## src/hw/rtl/spq_pkg.sv

```systemverilog
// Shared types, codes and default sizes of the sorted priority queue.
package spq_pkg;

	localparam int DEPTH_DEF          = 16;
	localparam int VALUE_WIDTH_DEF    = 8;
	localparam int PRIORITY_WIDTH_DEF = 16;
	localparam int OCC_WIDTH          = 5;

	localparam logic ACTION_ENQ = 1'b0;
	localparam logic ACTION_DEQ = 1'b1;

	// Commands from the controller to the datapath for one accepted transfer.
	typedef struct packed {
		logic load;
		logic enq;
		logic deq;
		logic reject;
	} spq_cmd_t;

	// Status of the entry array seen by the controller.
	typedef struct packed {
		logic full;
		logic empty;
	} spq_status_t;

endpackage

```

## src/hw/rtl/spq_ctrl.sv

```systemverilog
// Controller of the sorted priority queue: handshake and command decode.
module spq_ctrl (
	input  logic                 clk,
	input  logic                 arst_n,
	input  logic                 in_valid,
	output logic                 in_stall,
	input  logic                 action,
	output logic                 res_valid,
	input  logic                 res_stall,
	input  spq_pkg::spq_status_t status,
	output spq_pkg::spq_cmd_t    cmd
);
	import spq_pkg::*;

	typedef enum logic {
		S_IDLE,
		S_HOLD
	} state_t;

	state_t state_q;
	logic   accept;

	// A new transfer may enter whenever the result register is free or is being taken.
	assign in_stall  = (state_q == S_HOLD) && res_stall;
	assign accept    = in_valid && !in_stall;
	assign res_valid = (state_q == S_HOLD);

	always_comb begin
		cmd.load   = accept;
		cmd.enq    = accept && (action == ACTION_ENQ) && !status.full;
		cmd.reject = accept && (action == ACTION_ENQ) && status.full;
		cmd.deq    = accept && (action == ACTION_DEQ) && !status.empty;
	end

	always_ff @(posedge clk or negedge arst_n) begin
		if (!arst_n) begin
			state_q <= S_IDLE;
		end else begin
			unique case (state_q)
				S_IDLE: begin
					if (accept) state_q <= S_HOLD;
				end
				S_HOLD: begin
					if (accept) state_q <= S_HOLD;
					else if (!res_stall) state_q <= S_IDLE;
				end
				default: state_q <= S_IDLE;
			endcase
		end
	end

	// A result that is waiting and stalled must not be overwritten.
	a_no_overwrite: assert property (@(posedge clk) disable iff (!arst_n)
		(res_valid && res_stall) |-> !cmd.load)
		else $error("result overwritten while stalled");

	// An enqueue is either stored or refused, never both.
	a_enq_excl: assert property (@(posedge clk) disable iff (!arst_n)
		!(cmd.enq && cmd.reject))
		else $error("enqueue both stored and refused");

	// Every accepted transfer leaves a result on the output side.
	a_load_result: assert property (@(posedge clk) disable iff (!arst_n)
		cmd.load |=> res_valid)
		else $error("accepted transfer produced no result");

endmodule

```

## src/hw/rtl/spq_datapath.sv

```systemverilog
// Datapath of the sorted priority queue: sorted entry cells and result registers.
module spq_datapath #(
	parameter int DEPTH          = spq_pkg::DEPTH_DEF,
	parameter int VALUE_WIDTH    = spq_pkg::VALUE_WIDTH_DEF,
	parameter int PRIORITY_WIDTH = spq_pkg::PRIORITY_WIDTH_DEF
) (
	input  logic                         clk,
	input  logic                         arst_n,
	input  spq_pkg::spq_cmd_t            cmd,
	output spq_pkg::spq_status_t         status,
	input  logic [VALUE_WIDTH-1:0]       value,
	input  logic [PRIORITY_WIDTH-1:0]    priority_req,
	output logic [VALUE_WIDTH-1:0]       out_value,
	output logic [PRIORITY_WIDTH-1:0]    out_priority,
	output logic                         out_valid,
	output logic                         rejected,
	output logic [spq_pkg::OCC_WIDTH-1:0] occupancy,
	output logic                         is_empty
);
	import spq_pkg::*;

	localparam int CNT_W = $clog2(DEPTH + 1);

	logic [VALUE_WIDTH-1:0]    val_q [DEPTH];
	logic [PRIORITY_WIDTH-1:0] pri_q [DEPTH];
	logic [CNT_W-1:0]          count_q;
	logic [CNT_W-1:0]          count_d;
	logic [DEPTH-1:0]          ge;

	logic [VALUE_WIDTH-1:0]    out_value_q;
	logic [PRIORITY_WIDTH-1:0] out_priority_q;
	logic                      out_valid_q;
	logic                      rejected_q;
	logic [OCC_WIDTH-1:0]      occupancy_q;
	logic                      is_empty_q;

	assign status.full  = (count_q == CNT_W'(DEPTH));
	assign status.empty = (count_q == '0);

	// Stored entries whose priority is not below the new one; they move up one cell.
	always_comb begin
		for (int i = 0; i < DEPTH; i++) begin
			ge[i] = (count_q > CNT_W'(i)) && (pri_q[i] >= priority_req);
		end
	end

	always_comb begin
		count_d = count_q;
		if (cmd.enq) count_d = count_q + 1'b1;
		else if (cmd.deq) count_d = count_q - 1'b1;
	end

	for (genvar g = 0; g < DEPTH; g++) begin : g_cell
		logic from_below;
		logic take_new;
		if (g == 0) begin : g_head
			assign from_below = 1'b0;
		end else begin : g_body
			assign from_below = ge[g-1];
		end
		assign take_new = (ge[g] || (count_q == CNT_W'(g))) && !from_below;

		always_ff @(posedge clk) begin
			if (cmd.deq) begin
				if (g < DEPTH - 1) begin
					val_q[g] <= val_q[(g + 1) % DEPTH];
					pri_q[g] <= pri_q[(g + 1) % DEPTH];
				end
			end else if (cmd.enq) begin
				if (from_below) begin
					val_q[g] <= val_q[(g + DEPTH - 1) % DEPTH];
					pri_q[g] <= pri_q[(g + DEPTH - 1) % DEPTH];
				end else if (take_new) begin
					val_q[g] <= value;
					pri_q[g] <= priority_req;
				end
			end
		end
	end

	always_ff @(posedge clk or negedge arst_n) begin
		if (!arst_n) begin
			count_q <= '0;
		end else begin
			count_q <= count_d;
		end
	end

	always_ff @(posedge clk) begin
		if (cmd.load) begin
			out_value_q    <= cmd.deq ? val_q[0] : '0;
			out_priority_q <= cmd.deq ? pri_q[0] : '0;
			out_valid_q    <= cmd.deq;
			rejected_q     <= cmd.reject;
			occupancy_q    <= OCC_WIDTH'(count_d);
			is_empty_q     <= (count_d == '0);
		end
	end

	assign out_value    = out_value_q;
	assign out_priority = out_priority_q;
	assign out_valid    = out_valid_q;
	assign rejected     = rejected_q;
	assign occupancy    = occupancy_q;
	assign is_empty     = is_empty_q;

	a_one_op: assert property (@(posedge clk) disable iff (!arst_n)
		!(cmd.enq && cmd.deq))
		else $error("enqueue and dequeue in the same cycle");

	a_count_bound: assert property (@(posedge clk) disable iff (!arst_n)
		count_q <= CNT_W'(DEPTH))
		else $error("entry count beyond depth");

	a_enq_count: assert property (@(posedge clk) disable iff (!arst_n)
		cmd.enq |=> (count_q - $past(count_q)) == CNT_W'(1))
		else $error("enqueue did not add one entry");

	a_deq_count: assert property (@(posedge clk) disable iff (!arst_n)
		cmd.deq |=> ($past(count_q) - count_q) == CNT_W'(1))
		else $error("dequeue did not remove one entry");

endmodule

```

## src/hw/rtl/sorted_priority_queue_top.sv

```systemverilog
// Top level of the sorted priority queue: controller and datapath.
//
// Usage: one input channel (in_valid / in_stall) carries items with fields
// action, value and priority_req. Action ENQ stores the value in priority
// order; smaller priorities leave first, and a new entry goes ahead of
// stored entries of equal priority. Action DEQ removes the head entry.
// Each accepted input transfer produces exactly one result transfer on the
// output channel (res_valid / res_stall) with the dequeued entry, a refusal
// flag for an enqueue into a full queue, the occupancy and an empty flag.
// The result is valid in the cycle after the input transfer. Throughput is
// one item per cycle unless the receiver stalls: all cells compare against
// the new priority and shift in parallel within the cycle that accepts it.
// A waiting result sits in the output register; while the receiver stalls
// it, a new input is stalled as well, and input is taken again in the cycle
// in which the held result is transferred.
// Reset empties the queue at once and clears res_valid; no clearing
// sweep is needed, since cells beyond the occupancy are never observed.
module sorted_priority_queue_top #(
	parameter int DEPTH          = spq_pkg::DEPTH_DEF,
	parameter int VALUE_WIDTH    = spq_pkg::VALUE_WIDTH_DEF,
	parameter int PRIORITY_WIDTH = spq_pkg::PRIORITY_WIDTH_DEF
) (
	input  logic                          clk,
	input  logic                          arst_n,
	input  logic                          in_valid,
	output logic                          in_stall,
	input  logic                          action,
	input  logic [VALUE_WIDTH-1:0]        value,
	input  logic [PRIORITY_WIDTH-1:0]     priority_req,
	output logic                          res_valid,
	input  logic                          res_stall,
	output logic [VALUE_WIDTH-1:0]        out_value,
	output logic [PRIORITY_WIDTH-1:0]     out_priority,
	output logic                          out_valid,
	output logic                          rejected,
	output logic [spq_pkg::OCC_WIDTH-1:0] occupancy,
	output logic                          is_empty
);
	import spq_pkg::*;

	// Commands for the accepted transfer and the fill state of the entry array.
	spq_cmd_t    cmd;
	spq_status_t status;

	spq_ctrl u_ctrl (
		.clk       (clk),
		.arst_n    (arst_n),
		.in_valid  (in_valid),
		.in_stall  (in_stall),
		.action    (action),
		.res_valid (res_valid),
		.res_stall (res_stall),
		.status    (status),
		.cmd       (cmd)
	);

	// The datapath holds the sorted entries and the registered result fields.
	spq_datapath #(
		.DEPTH          (DEPTH),
		.VALUE_WIDTH    (VALUE_WIDTH),
		.PRIORITY_WIDTH (PRIORITY_WIDTH)
	) u_datapath (
		.clk          (clk),
		.arst_n       (arst_n),
		.cmd          (cmd),
		.status       (status),
		.value        (value),
		.priority_req (priority_req),
		.out_value    (out_value),
		.out_priority (out_priority),
		.out_valid    (out_valid),
		.rejected     (rejected),
		.occupancy    (occupancy),
		.is_empty     (is_empty)
	);

endmodule

```

## config.mk

```make
export PLATFORM = sky130hd
export DESIGN_NAME = sorted_priority_queue_top
export DESIGN_NICKNAME = d
export VERILOG_FILES = /design/src/hw/rtl/spq_pkg.sv /design/src/hw/rtl/spq_ctrl.sv /design/src/hw/rtl/spq_datapath.sv /design/src/hw/rtl/sorted_priority_queue_top.sv
export SDC_FILE = /design/constraint.sdc
export NUM_CORES = 1
export LEC_CHECK = 0
export ABC_CLOCK_PERIOD_IN_PS = 9300
export BUFFER_PORTS_ARGS = -buffer_cell sky130_fd_sc_hd__buf_2
export CORE_ASPECT_RATIO = 1.4
export CORE_MARGIN = 3
export CORE_UTILIZATION = 60
export DETAILED_ROUTE_END_ITERATION = 6
export GPL_ROUTABILITY_DRIVEN = 0
export GPL_TIMING_DRIVEN = 0
export MAX_ROUTING_LAYER = met4
export PLACE_DENSITY = 0.77
export RECOVER_POWER = 50
export SYNTH_ARGS = -nofsm -noshare
export SYNTH_HDL_FRONTEND = slang
export SYNTH_SLANG_ARGS = --single-unit
```

## constraint.sdc

```tcl
create_clock -name clk -period 9.3 [get_ports clk]
set_clock_uncertainty 0.15 [all_clocks]
set_input_delay 0.465 -clock clk [delete_from_list [all_inputs] [get_ports clk]]
set_output_delay 0.465 -clock clk [all_outputs]
set_load 0.005 [all_outputs]
```

==> flow_summary_export.csv, run 1 <==
group,metric,value,unit
status,outcome,"finished with violations",
status,violations,"DRC, capacitance limit, slew limit",
cts,cts-root-buf,"clkbuf_16",
power_and_ir_drop,leakagePower,11.4,nW
floorplan,core_area,45100,µm²
worst_setup_path,critPathMaxStageDelay,1.07,ns
global_route,grtUsageTotal,0.369,
hold_path,min_to,"u_ctrl.res_valid",
worst_setup_path,reg2regPathDepth,11,
global_route,grtUsageMet2,0.627,
global_route,grt_util_met3,0.0607,
floorplan,initial_core_util,0.608,
worst_setup_path,cpMostUsedCell,"clkbuf_1",
global_route,grt_pass1_vias,23575,
sta,period_minus_slack,6.85,ns
sta,clock.fmax,146,MHz
yosys,async_flop_share,0.0142,
drt,vias,22809,
global_route,grt_max_degree,34,
power_and_ir_drop,cell_internal_pwr,0.00428,W
yosys,synth_cell_types,83,
sta,rsz0062_at_grt,"no",
power_and_ir_drop,power,0.00676,W
power_and_ir_drop,p_comb_frac,0.332,
floorplan,chipWidth,187,µm
global_route,grt-busiest-layer,"met2",
sta,finalHoldViolCount,0,
worst_setup_path,cp_slowest_cell,"clkbuf_1",
finish,syn_to_final_growth,7.97,%
finish,fin_cells,3251,
drt,dr.pass1.iters,7,
power_and_ir_drop,clockPowerShare,0.246,
yosys,syn_nets,2801,
drt,drtIter0Drc,2909,
finish,nNetsFinal,2895,
power_and_ir_drop,switchingPower,0.00249,W
cts,clk_pin_slew,0.07,ns
drt,drc_errors,18,
finish,layout_commonest_cell,"edfxtp_1",
power_and_ir_drop,peakVddDrop,0.131,mV
worst_setup_path,worstPathCellList,"clkbuf_1 > inv_1 > ha_1 > clkbuf_1 > a311o_1 > clkbuf_1 > clkbuf_1 > clkbuf_1 > clkbuf_1 > a21oi_1 > clkbuf_1",
worst_setup_path,cp-end-kind,"flop",
yosys,synth_ff_type,"edfxtp_1",
drt,routedWlPerCell,27.4,µm
hold_path,hp-class,"input port to flop",
worst_setup_path,crit_path_start_kind,"flop",
place,post-place-cells,3169,
finish,ff_latch_area,12600,µm²
power_and_ir_drop,switching_share,0.368,
yosys,synthCells,2511,
yosys,post_synth.cell_area_avg,10.9,µm²
worst_setup_path,r2r_end,"u_datapath.pri_q[1][118]",
yosys,seq_area_frac_synth,0.461,
global_route,antenna_found_initial,2,
power_and_ir_drop,power_density,228,nW/µm²
drt,routed_wl,88.9,mm
cts,insertion_delay,0.57,ns
place,dp_hpwl,68.6,mm
cts,numCtsBuffers,42,
job,max_cap_viol_count,1,
yosys,synth_area,27400,µm²
finish,multi_input_area,13400,µm²
sta,timing.final.crit_share,0.737,
global_route,grt_use_met1,0.379,
place,placed_cell_area,28500,µm²
finish,mostFrequentLayoutCells,"edfxtp_1, ha_1, nor2_1, clkbuf_1, nand2_1",
cts,cts.sinks,422,
hold_path,holdCritStartpoint,"res_stall",
worst_setup_path,r2r_start,"u_datapath.count_q[0]",
cts,cts_tree,"done",
worst_setup_path,cp_num_buf_inv,8,
floorplan,io_pins,63,
cts,post_cts_resized,0,
yosys,ys.warnings.count,0,
floorplan,die_h,259,µm
sta,tns,0,ns
sta,slew_headroom,-0.258,
global_route,grt_pass1_wl,133,mm
worst_setup_path,critPathMaxFanout,13,
worst_setup_path,arrival,6.91,ns
yosys,synth_edf_count,416,
drt,postRouteAntennaNets,0,
finish,fillers,3516,
finish,drive_above_1_share,0.0898,
drt,viasPerCell,7.02,
hold_path,whs_path_depth,3,
worst_setup_path,crit_family,"buffers and inverters",
yosys,ys_seq_elements,422,
place,port_buffers,39,
floorplan,die_area,48400,µm²
sta,setup_viol,0,
finish,fin_util,0.657,
power_and_ir_drop,power_frac_seq,0.422,
floorplan,rows,92,
sta,final_max_slew_viol_count,25,
worst_setup_path,required,9.36,ns
cts,clk_path_buf_depth,3,
global_route,globalRouteOverflowTotal,0,
finish,final_area,29600,µm²
cts,htree_levels,2,
sta,worst_pin_slew,1.89,ns
worst_setup_path,regToRegSetupSlack,2.45,ns
worst_setup_path,crit_type,"flop to flop",
## per-stage QoR
step / worst slack, ns / hold WS [ns]
5_1_grt: 2.60 / 0.0627
3_3_place_gp: 2.03 / 0.157
2_1_floorplan: 4.34 / 0.0194
6_report: 2.45 / 0.0397
3_5_place_dp: 3.61 / 0.162
4_1_cts: 4.19 / 0.0239
## power groups by stage
stage | Sequential (W) | Combinational [W] | Clock, W
after floorplan | 0.00276 | 0.00154 | 0
after global placement | 0.00286 | 0.00207 | 0
after detailed placement | 0.00287 | 0.00219 | 0
after CTS | 0.00283 | 0.00220 | 0.00166
after global routing | 0.00287 | 0.00241 | 0.00173
final | 0.00285 | 0.00225 | 0.00166
## worst reg2reg max path: stages (launching register included)
cell and delay, ns:
dfrtp_1 0.40, clkbuf_1 0.21, inv_1 0.21, ha_1 0.18, clkbuf_1 0.48, a311o_1 0.59
clkbuf_1 0.66, clkbuf_1 0.56, clkbuf_1 0.83, clkbuf_1 1.08, a21oi_1 0.63, clkbuf_1 0.50
## Yosys cell counts, types with 7 or more instances
cell type  number  area share
o21ai_1         9      0.0016
o22ai_1        49       0.011
nand4_1        16      0.0036
a32oi_1        25      0.0080
nor3b_1        24      0.0066
o221ai_1       26      0.0083
a221o_1        25      0.0091
a21oi_1        84       0.015
a211o_1        27      0.0086
buf_2          49      0.0089
inv_1         138       0.019
nor2_1        182       0.025
buf_1           7     0.00096
mux2i_1        98       0.036
a2bb2oi_1      49       0.016
and3_1         30      0.0068
ha_1          261        0.12
edfxtp_1      416        0.46
a31oi_1        30      0.0068
o221a_2        48       0.020
and2_1         25      0.0057
a21o_1         15      0.0041
nand2_1       164       0.022
clkbuf_1      112       0.015
and4_1         10      0.0032
o21ai_0        86       0.016
nor4_1         24      0.0055
mux2_2         46       0.019
a221oi_1        9      0.0029
o21a_1         43       0.012
nand3_1        66       0.012
o211ai_1       40       0.011
a211oi_1       34      0.0093
nor2b_1        29      0.0066
a221oi_2       20       0.011
nor3_1         40      0.0073
a222oi_1       24      0.0088
o22a_1         23      0.0073
nand2b_1       17      0.0039
buf_4           7      0.0019
## how the worst max path moves through the flow
stage                                     to  cells past startpoint                  start
floorplan           u_datapath.pri_q[0][112]                      9        priority_req[9]
global placement     u_datapath.pri_q[1][24]                     11       priority_req[10]
detailed placement  u_datapath.pri_q[1][105]                     11        priority_req[9]
CTS                 u_datapath.pri_q[1][107]                     11        priority_req[9]
global route        u_datapath.pri_q[1][118]                     11  u_datapath.count_q[0]
finish              u_datapath.pri_q[1][118]                     11  u_datapath.count_q[0]
## routing by layer
layer | routed length, µm | share of wire | vias up
li1 | - | - | 9991
met4 | 8540 | 0.096 | 0
met2 | 43900 | 0.49 | 1443
met5 | 0 | 0 | -
met1 | 29000 | 0.33 | 10921
met3 | 7470 | 0.084 | 454
## layout make-up
type,instances,area share
clock inverters,20,0.00486
inverters,140,0.0177
diodes,1,0.0000845
well taps,611,0.0258
repair buffers,50,0.0101
plain buffers,178,0.0249
flip-flops and latches,422,0.427
clock buffers,58,0.0385
multi-input cells,1771,0.451
## repair_timing
action	in CTS	in global routing
setup buffers	0	0
hold buffers	2	0
hold endpoints to repair	7	0
## sequential cells by signal, indices dropped and copies added, names as in the netlist
signal / flops
u_datapath.out_value: 8
u_ctrl.res_valid: 1
u_datapath.is_empty: 1
u_datapath.rejected: 1
u_datapath.count_q: 5
u_datapath.val_q: 128
u_datapath.out_priority: 16
u_datapath.pri_q: 256
u_datapath.out_valid: 1
u_datapath.occupancy: 5
## cells by family after synthesis
kind of cell / Yosys count / share of synthesized area
compound gates: 706 / 0.199
xor+xnor: 4 / 0.00128
buf+inv: 318 / 0.0475
fa+ha+maj: 261 / 0.119
simple gates: 656 / 0.117
flops: 422 / 0.461
mux: 144 / 0.0546
(Power assumes the default switching activity.)
==> inputs of run 2 (changes only) <==
Settings changed: ABC_AREA set to 1, ABC_CLOCK_PERIOD_IN_PS 9300 to 6700.
Clock period 9.3 ns to 6.7 ns, I/O delays scaled along.
==> flow_summary_export.csv, run 2 <==
group,metric,value,unit
drt,drtIter0Drc,3081,
yosys,yosys-top-cells-area,"edfxtp_1, nand2_1, ha_1",
sta,period_minus_slack,5.46,ns
worst_setup_path,reg2regPathDepth,12,
sta,rsz0062_at_grt,"no",
floorplan,rows,94,
place,dp_slack,1.62,ns
floorplan,core_area,47400,µm²
job,max_cap_viol_count,1,
finish,largest_register_ffs,256,
sta,worst_slack,1.24,ns
worst_setup_path,crit_family,"buffers and inverters",
place,post-place-cells,4358,
sta,slew_headroom,-0.0406,
yosys,ys.warnings.count,0,
worst_setup_path,crit_cells,12,
floorplan,chipWidth,192,µm
status,outcome,"finished with violations",
power_and_ir_drop,power_density,314,nW/µm²
yosys,synth_cell_types,44,
floorplan,die_h,266,µm
global_route,grtUsageTotal,0.363,
finish,largest-register,"u_datapath.pri_q",
worst_setup_path,r2r_end,"u_datapath.pri_q[1][10]",
worst_setup_path,r2r_start,"u_ctrl.res_valid",
power_and_ir_drop,peakVddDrop,0.222,mV
power_and_ir_drop,leakagePower,15.1,nW
cts,cts-root-buf,"clkbuf_16",
finish,mostFrequentLayoutCells,"nand2_1, edfxtp_1, nand3_1, inv_1, o21ai_0",
finish,ff_latch_area,12600,µm²
global_route,grt_pass1_vias,25897,
power_and_ir_drop,switchingPower,0.00384,W
finish,nNetsFinal,4075,
finish,syn_to_final_growth,8.32,%
finish,diodes,0,
power_and_ir_drop,switching_share,0.388,
sta,final_max_slew_viol_count,35,
power_and_ir_drop,p_comb_frac,0.342,
place,port_buffers,62,
worst_setup_path,critPathCapture,"u_datapath.pri_q[1][10]",
floorplan,initial_core_util,0.613,
sta,timing.final.crit_share,0.815,
status,violations,"capacitance limit, slew limit",
yosys,synth_top_area_share,0.430,
worst_setup_path,crit_type,"flop to flop",
drt,viasPerCell,6.11,
floorplan,die_area,51200,µm²
cts,numCtsBuffers,44,
power_and_ir_drop,power_frac_seq,0.408,
finish,fillers,4132,
place,dp_hpwl,70.9,mm
power_and_ir_drop,power,0.00989,W
hold_path,hp-class,"input port to flop",
worst_setup_path,cp_num_buf_inv,6,
drt,routedWlPerCell,20.5,µm
yosys,yosysMostFrequentCell,"nand2_1",
drt,drc_errors,0,
worst_setup_path,critPathMaxStageDelay,1.10,ns
finish,drive_above_1_share,0.0577,
global_route,grt_max_degree,35,
cts,insertion_delay,0.58,ns
drt,dr.pass1.iters,6,
power_and_ir_drop,clockPowerShare,0.250,
worst_setup_path,crit_start,"u_ctrl.res_valid",
yosys,post_synth.cell_area_avg,7.92,µm²
yosys,seq_area_frac_synth,0.435,
cts,clk_pin_slew,0.06,ns
sta,setup_viol,0,
drt,vias,27117,
yosys,ys_seq_elements,422,
sta,tns,0,ns
worst_setup_path,worstPathCellList,"nand2_1 > nand2_1 > inv_1 > nand3_1 > clkinvlp_2 > buf_6 > buf_6 > nand3_1 > nand3_1 > inv_2 > buf_2 > nand2_1",
cts,cts.sinks,422,
global_route,globalRouteOverflowTotal,0,
yosys,synthCells,3671,
yosys,syn_nets,3961,
sta,finalHoldViolCount,0,
cts,htree_levels,2,
worst_setup_path,required,6.73,ns
finish,layout_commonest_cell,"nand2_1",
yosys,async_flop_share,0.0142,
worst_setup_path,arrival,5.49,ns
worst_setup_path,critPathMaxFanout,34,
worst_setup_path,crit_path_start_kind,"flop",
worst_setup_path,regToRegSetupSlack,1.24,ns
cts,cts_tree,"done",
sta,clock.fmax,183,MHz
yosys,synth_area,29100,µm²
power_and_ir_drop,cell_internal_pwr,0.00605,W
finish,fin_util,0.664,
finish,multi_input_area,14200,µm²
yosys,synth_ff_type,"edfxtp_1",
worst_setup_path,cp_slowest_cell,"inv_1",
floorplan,io_pins,63,
yosys,synth_edf_count,416,
sta,worst_pin_slew,1.56,ns
global_route,grt_pass1_wl,140,mm
cts,clk_path_buf_depth,3,
yosys,synthTopCellsByCount,"nand2_1, edfxtp_1, nand3_1, inv_1, o21ai_0",
yosys,yosys.area.top_type,"edfxtp_1",
finish,fin_cells,4440,
global_route,antenna_found_initial,0,
worst_setup_path,cp-end-kind,"flop",
drt,postRouteAntennaNets,0,
drt,routed_wl,91.2,mm
cts,cts_setup_buffers,0,
==> run 2: cell types whose count changed in the layout (fill, tap and decap cells not counted), sizes merged, moves of 57 or more <==
cell,delta
nand4,+84
inv,+193
mux2i,-97
nand2,+1191
nand3,+296
nor2,-106
a21oi,+57
o21ai,+203
==> run 2: worst reg2reg max path: stages, from the launching register on <==
cell and delay, ns:
dfrtp_1 0.38, nand2_1 0.09, nand2_1 0.06, inv_1 1.10
nand3_1 0.60, clkinvlp_2 0.62, buf_6 0.25, buf_6 0.19
nand3_1 0.10, nand3_1 0.33, inv_2 0.14, buf_2 0.22
nand2_1 0.83
==> run 2: area by class of cell <==
type	count	share of cell area
Multi-Input combinational cell	2712	0.452
Sequential cell	422	0.402
Inverter	335	0.0400
Clock buffer	65	0.0391
Buffer	202	0.0268
Tap cell	624	0.0248
Timing Repair Buffer	68	0.0116
Clock inverter	12	0.00413
==> run 2: how the worst min path moves through the flow <==
stage / depth (start not counted) / to / start / slack [ns]
after CTS: 4 / u_datapath.rejected / res_stall / 0.05
final: 4 / u_datapath.rejected / res_stall / 0.03
after floorplan: 0 / u_ctrl.res_valid / arst_n / -0.11
after detailed placement: 1 / u_ctrl.res_valid / arst_n / 0.04
after global placement: 1 / u_ctrl.res_valid / arst_n / 0.04
after global routing: 4 / u_datapath.rejected / res_stall / 0.07
==> run 2: kinds of logic after synthesis <==
| kind of cell | after synthesis | share of synthesized area |
|---|---|---|
| multiplexers | 1 | 0.000344 |
| buffers and inverters | 537 | 0.0745 |
| AND/OR/NAND/NOR | 1953 | 0.286 |
| AO/OA/AOI/OAI | 493 | 0.0910 |
| flip-flops | 422 | 0.435 |
| adder cells (fa/ha/maj) | 261 | 0.112 |
| XOR/XNOR | 4 | 0.00121 |
==> run 2: stage by stage <==
| stage | hold WS (ns) | area, µm² |
|---|---|---|
| after global routing | 0.0737 | 31500 |
| after detailed placement | 0.0394 | 30200 |
| final | 0.0338 | 31500 |
| after floorplan | -0.111 | 29100 |
| after global placement | 0.0396 | 30200 |
| after CTS | 0.0469 | 31600 |
==> run 2: routing by layer <==
metal,vias up,wire (µm),global-route usage
li1,12642,-,-
met1,12694,35300,0.470
met2,1474,42400,0.575
met3,307,8090,0.0409
met4,0,5380,0.173
met5,-,0,-
==> run 2: power groups by stage <==
stage,registers (W),clock network [W],logic (W)
6_report,0.00403,0.00247,0.00338
5_1_grt,0.00407,0.00256,0.00379
4_1_cts,0.00402,0.00246,0.00332
3_5_place_dp,0.00407,0,0.00328
3_3_place_gp,0.00407,0,0.00316
2_1_floorplan,0.00392,0,0.00236
==> run 2: repair_timing <==
item,CTS,global route
hold buffers,5,0
gates resized for setup,0,0
endpoints found under the hold margin,8,0
